--- src/hw/rtl/owrb_pkg.sv ---
// ----------------------------------------------------------------------------
// owrb_pkg
// Shared types and constants of the overwrite-oldest ring buffer.
// ----------------------------------------------------------------------------
package owrb_pkg;

	localparam int DEPTH_DEF       = 1024;
	localparam int SAMPLE_BITS_DEF = 64;
	localparam int MAX_READ_DEF    = 64;

	localparam int CAP_W   = 11;
	localparam int LIM_W   = 7;
	localparam int FUNC_W  = 2;
	localparam int CAP_RESET = 1024;

	typedef enum logic [FUNC_W-1:0] {
		FUNC_PUSH  = 2'd0,
		FUNC_READ  = 2'd1,
		FUNC_CLEAR = 2'd2,
		FUNC_NONE  = 2'd3
	} func_t;

	// controller -> datapath
	typedef struct packed {
		logic push;     // write sample at head, advance
		logic clear;    // reset ring pointers, load capacity
		logic single;   // load the one-result answer of this item
		logic rd_start; // latch read limit, clear drain count
		logic rd_addr;  // read store at tail
		logic rd_take;  // load drained sample, advance tail
	} cmd_t;

	// datapath -> controller
	typedef struct packed {
		logic out_free;   // output register can take an item this cycle
		logic rd_nothing; // incoming read drains nothing
		logic rd_final;   // sample being taken is the last of the read
	} stat_t;

endpackage

--- src/hw/rtl/owrb_ctrl.sv ---
// ----------------------------------------------------------------------------
// owrb_ctrl
// Sequencer: takes items, steps a read through the store one sample at a time.
// ----------------------------------------------------------------------------
module owrb_ctrl
	import owrb_pkg::*;
(
	input  logic        clk,
	input  logic        arst_n,
	input  logic        in_valid,
	input  logic [1:0]  in_func,
	output logic        in_ready,
	input  stat_t       stat,
	output cmd_t        cmd
);

	typedef enum logic [2:0] {
		ST_IDLE    = 3'b001,
		ST_RD_ADDR = 3'b010,
		ST_RD_DATA = 3'b100
	} state_t;

	state_t state_q;
	state_t state_nxt;

	always_comb begin
		cmd       = '0;
		in_ready  = 1'b0;
		state_nxt = state_q;
		case (state_q)
			ST_IDLE: begin
				in_ready = stat.out_free;
				if (in_valid && stat.out_free) begin
					cmd.push  = (in_func == FUNC_PUSH);
					cmd.clear = (in_func == FUNC_CLEAR);
					if (in_func == FUNC_READ && !stat.rd_nothing) begin
						cmd.rd_start = 1'b1;
						state_nxt    = ST_RD_ADDR;
					end else begin
						cmd.single = 1'b1;
					end
				end
			end
			ST_RD_ADDR: begin
				cmd.rd_addr = 1'b1;
				state_nxt   = ST_RD_DATA;
			end
			ST_RD_DATA: begin
				if (stat.out_free) begin
					cmd.rd_take = 1'b1;
					state_nxt   = stat.rd_final ? ST_IDLE : ST_RD_ADDR;
				end
			end
			default: begin
				state_nxt = ST_IDLE;
			end
		endcase
	end

	always_ff @(posedge clk or negedge arst_n) begin
		if (!arst_n) begin
			state_q <= ST_IDLE;
		end else begin
			state_q <= state_nxt;
		end
	end

endmodule

--- config.mk ---
export PLATFORM = sky130hd
export DESIGN_NAME = owrb_ctrl
export DESIGN_NICKNAME = d
export VERILOG_FILES = /design/src/hw/rtl/owrb_pkg.sv /design/src/hw/rtl/owrb_ctrl.sv
export SDC_FILE = /design/constraint.sdc
export NUM_CORES = 1
export LEC_CHECK = 0
export ABC_AREA = 1
export BUFFER_PORTS_ARGS = -buffer_cell sky130_fd_sc_hd__buf_4
export CORE_AREA = 2 2 39 41
export DETAILED_ROUTE_END_ITERATION = 8
export DIE_AREA = 0 0 41 43
export PLACE_DENSITY_LB_ADDON = 0.3
export SYNTH_ARGS = -nofsm -noshare
export SYNTH_HDL_FRONTEND = slang
export SYNTH_SLANG_ARGS = --single-unit
--- constraint.sdc ---
create_clock -name clk -period 1.2 [get_ports clk]
set_clock_uncertainty 0.1 [all_clocks]
set_input_delay 0.3 -clock clk [delete_from_list [all_inputs] [get_ports clk]]
set_output_delay 0.3 -clock clk [all_outputs]
set_load 0.01 [all_outputs]
==> flow_summary.ini <==
[die]
core_um2 = 1380
die_area_um2 = 1760
die_x_um = 41
start_util = 0.189
io_pins = 15
fp.dieH_um = 43
num_rows = 14

[critical_path]
worstSetupPathType = flop to primary output
cp-start-kind = flop
r2r_cells = 6
worstPathRequired_ns = 0.80
ff2ff_setup_slack_ns = -0.07
r2r-end = state_q[1]
arrival_ns = 1.24
r2r_start = state_q[0]
end_kind = primary output
cp_max_fo = 6

[finish]
syn2layout_area_growth_pct = 112
register_area_um2 = 76.3
final_nets = 75
drive_gt1_frac = 0.591
largest_register_ffs = 3
reg_top3 = state_q: 3 flops
n_antenna_cell = 0
multi_input_area_um2 = 196
final_area_um2 = 554
post-route-util = 0.401
num-fill-cells = 150
regMostFlops = state_q

[detailed_routing]
detail_route.first_pass.iterations = 3
antenna_left = 0
vias_per_cell = 4.17
route.detailed.drc = 0
drtIter0Drc = 6
wl_um = 812
wl_per_cell_um = 9.90
vias = 342

[synthesis]
ys_ff_latch = 3
synthTopCellsByCount = nand3_1 (7), inv_1 (6), nand2_1 (5), nor2_1 (5)
synth_cell_type_count = 13
synthFlopType = dfrtp_1
synth_warnings = 0
synthArstFlopShare = 1.00
syn_area_per_cell_um2 = 7.26
synth_top_area_share = 0.191
synth_area_um2 = 262
yosysMostFrequentCell = nand3_1
synth_area_leaders = dfrtp_1 (19%), nand3_1 (13%), dfstp_2 (10%), nor4_2 (9.6%), inv_1 (8.6%)
netlist_instances = 36
ys_seq_area_frac = 0.292
syn_nets = 44
synth_edf_count = 0
synth_top_area_cell = dfrtp_1

[cts]
clk_path_buf_depth = 2
ctsHtreeMaxLevel = 1
cts_buffers = 3
cts_tree = yes
clk_pin_slew_ns = 0.04
cts_sinks = 3
cts_root_buf = clkbuf_4
clock_latency_ns = 0.24

[outcome]
violations = negative setup slack
status = finished with violations

[sta]
min_period_ns = 1.64
setup_violations = 9
maxSlewViolCount = 0
hold_viol = 0
fmax_mhz = 610
hold_ws_ns = 0.284
rsz0062_at_grt = yes
setup_slack_ns = -0.440
tightest_slew_ns = 0.237
relSlewSlack = 0.841
finalCritPeriodShare = 1.37

[grt]
grt_max_degree = 8
grtUsageTotal = 0.109
grt_pass1_vias = 325
grt-ovfl-total = 0
antenna_found_initial = 0
grt_pass1_wl_um = 1250

[place]
post-place-ws_ns = -0.218
gp_congestion = 0.684
io_buffers = 14
place_area_um2 = 492
hpwl_um = 574

[power_and_ir_drop]
powerDensity_nw_per_um2 = 1740
total_power_mw = 0.966
p_leak_nw = 0.303
ir_drop_v = 0.000731

[job]
maxCapViolCount = 0

[min_path]
hold_class = input port to asynchronous set/reset pin
routing by layer:
layer | up-vias | wire length [um] | global-route usage
met5 | - | 0 | 0
met4 | 0 | 13 | 0.0800
met3 | 2 | 41 | 0.0157
met2 | 11 | 423 | 0.172
met1 | 151 | 333 | 0.124
li1 | 178 | - | -
critical path, stage by stage (launching register included):
cell,delay [ns]
dfstp_2,0.54
nand3_4,0.14
nor4_4,0.16
buf_4,0.15
worst max path at each step:
stage               endpoint  slack, ns        from  cells after the start
finish                cmd[4]      -0.44  state_q[0]                      3
global route          cmd[5]      -0.50  state_q[0]                      3
CTS                   cmd[4]      -0.46  state_q[0]                      3
detailed placement    cmd[4]      -0.22  state_q[0]                      3
global placement      cmd[5]      -0.21  state_q[0]                      3
floorplan             cmd[4]      -0.11  state_q[0]                      2
what timing repair did:
action / CTS / global route
hold buffers: 1 / 0
gates resized for setup: 4 / 0
pin swaps: 2 / 0
setup buffers: 0 / 1
hold endpoints to repair: 3 / 0
setup endpoints to repair: 10 / 10
placed cells by master, fill, tap and decap left out:
cell type,count
nor4_4,2
buf_4,23
nand3_4,1
nor4_2,1
clkbuf_4,3
dfstp_2,1
inv_2,2
nand3b_1,1
dfrtp_1,2
clkbuf_1,1
nand3_1,6
dlygate4sd3_1,1
buf_6,2
nand2_2,1
nor3_4,2
nand3_2,1
nor2_1,5
nand2_1,5
inv_1,6
power by group:
| part | internal [mW] | switching, mW |
|---|---|---|
| Combinational | 0.263 | 0.335 |
| Sequential | 0.144 | 0.0331 |
| Clock | 0.125 | 0.0647 |
cells by family (layout without fill, tap and decap cells):
logic type    Yosys count  count (layout)  share of synthesized area
simple gates           25              25                      0.593
buf+inv                 8              38                      0.115
flops                   3               3                      0.292
layout make-up:
type	instances	area share
flip-flops and latches	3	0.138
inverters	8	0.0542
repair buffers	26	0.370
well taps	16	0.0361
clock buffers	4	0.0474
multi-input cells	25	0.354
through the flow:
step                instances  setup TNS (ns)
finish                     82           -2.84
global route               82           -3.37
CTS                        81           -2.90
detailed placement         76           -1.32
global placement           76           -1.32
floorplan                  36          -0.566
Power figures use the tool's default switching activity.
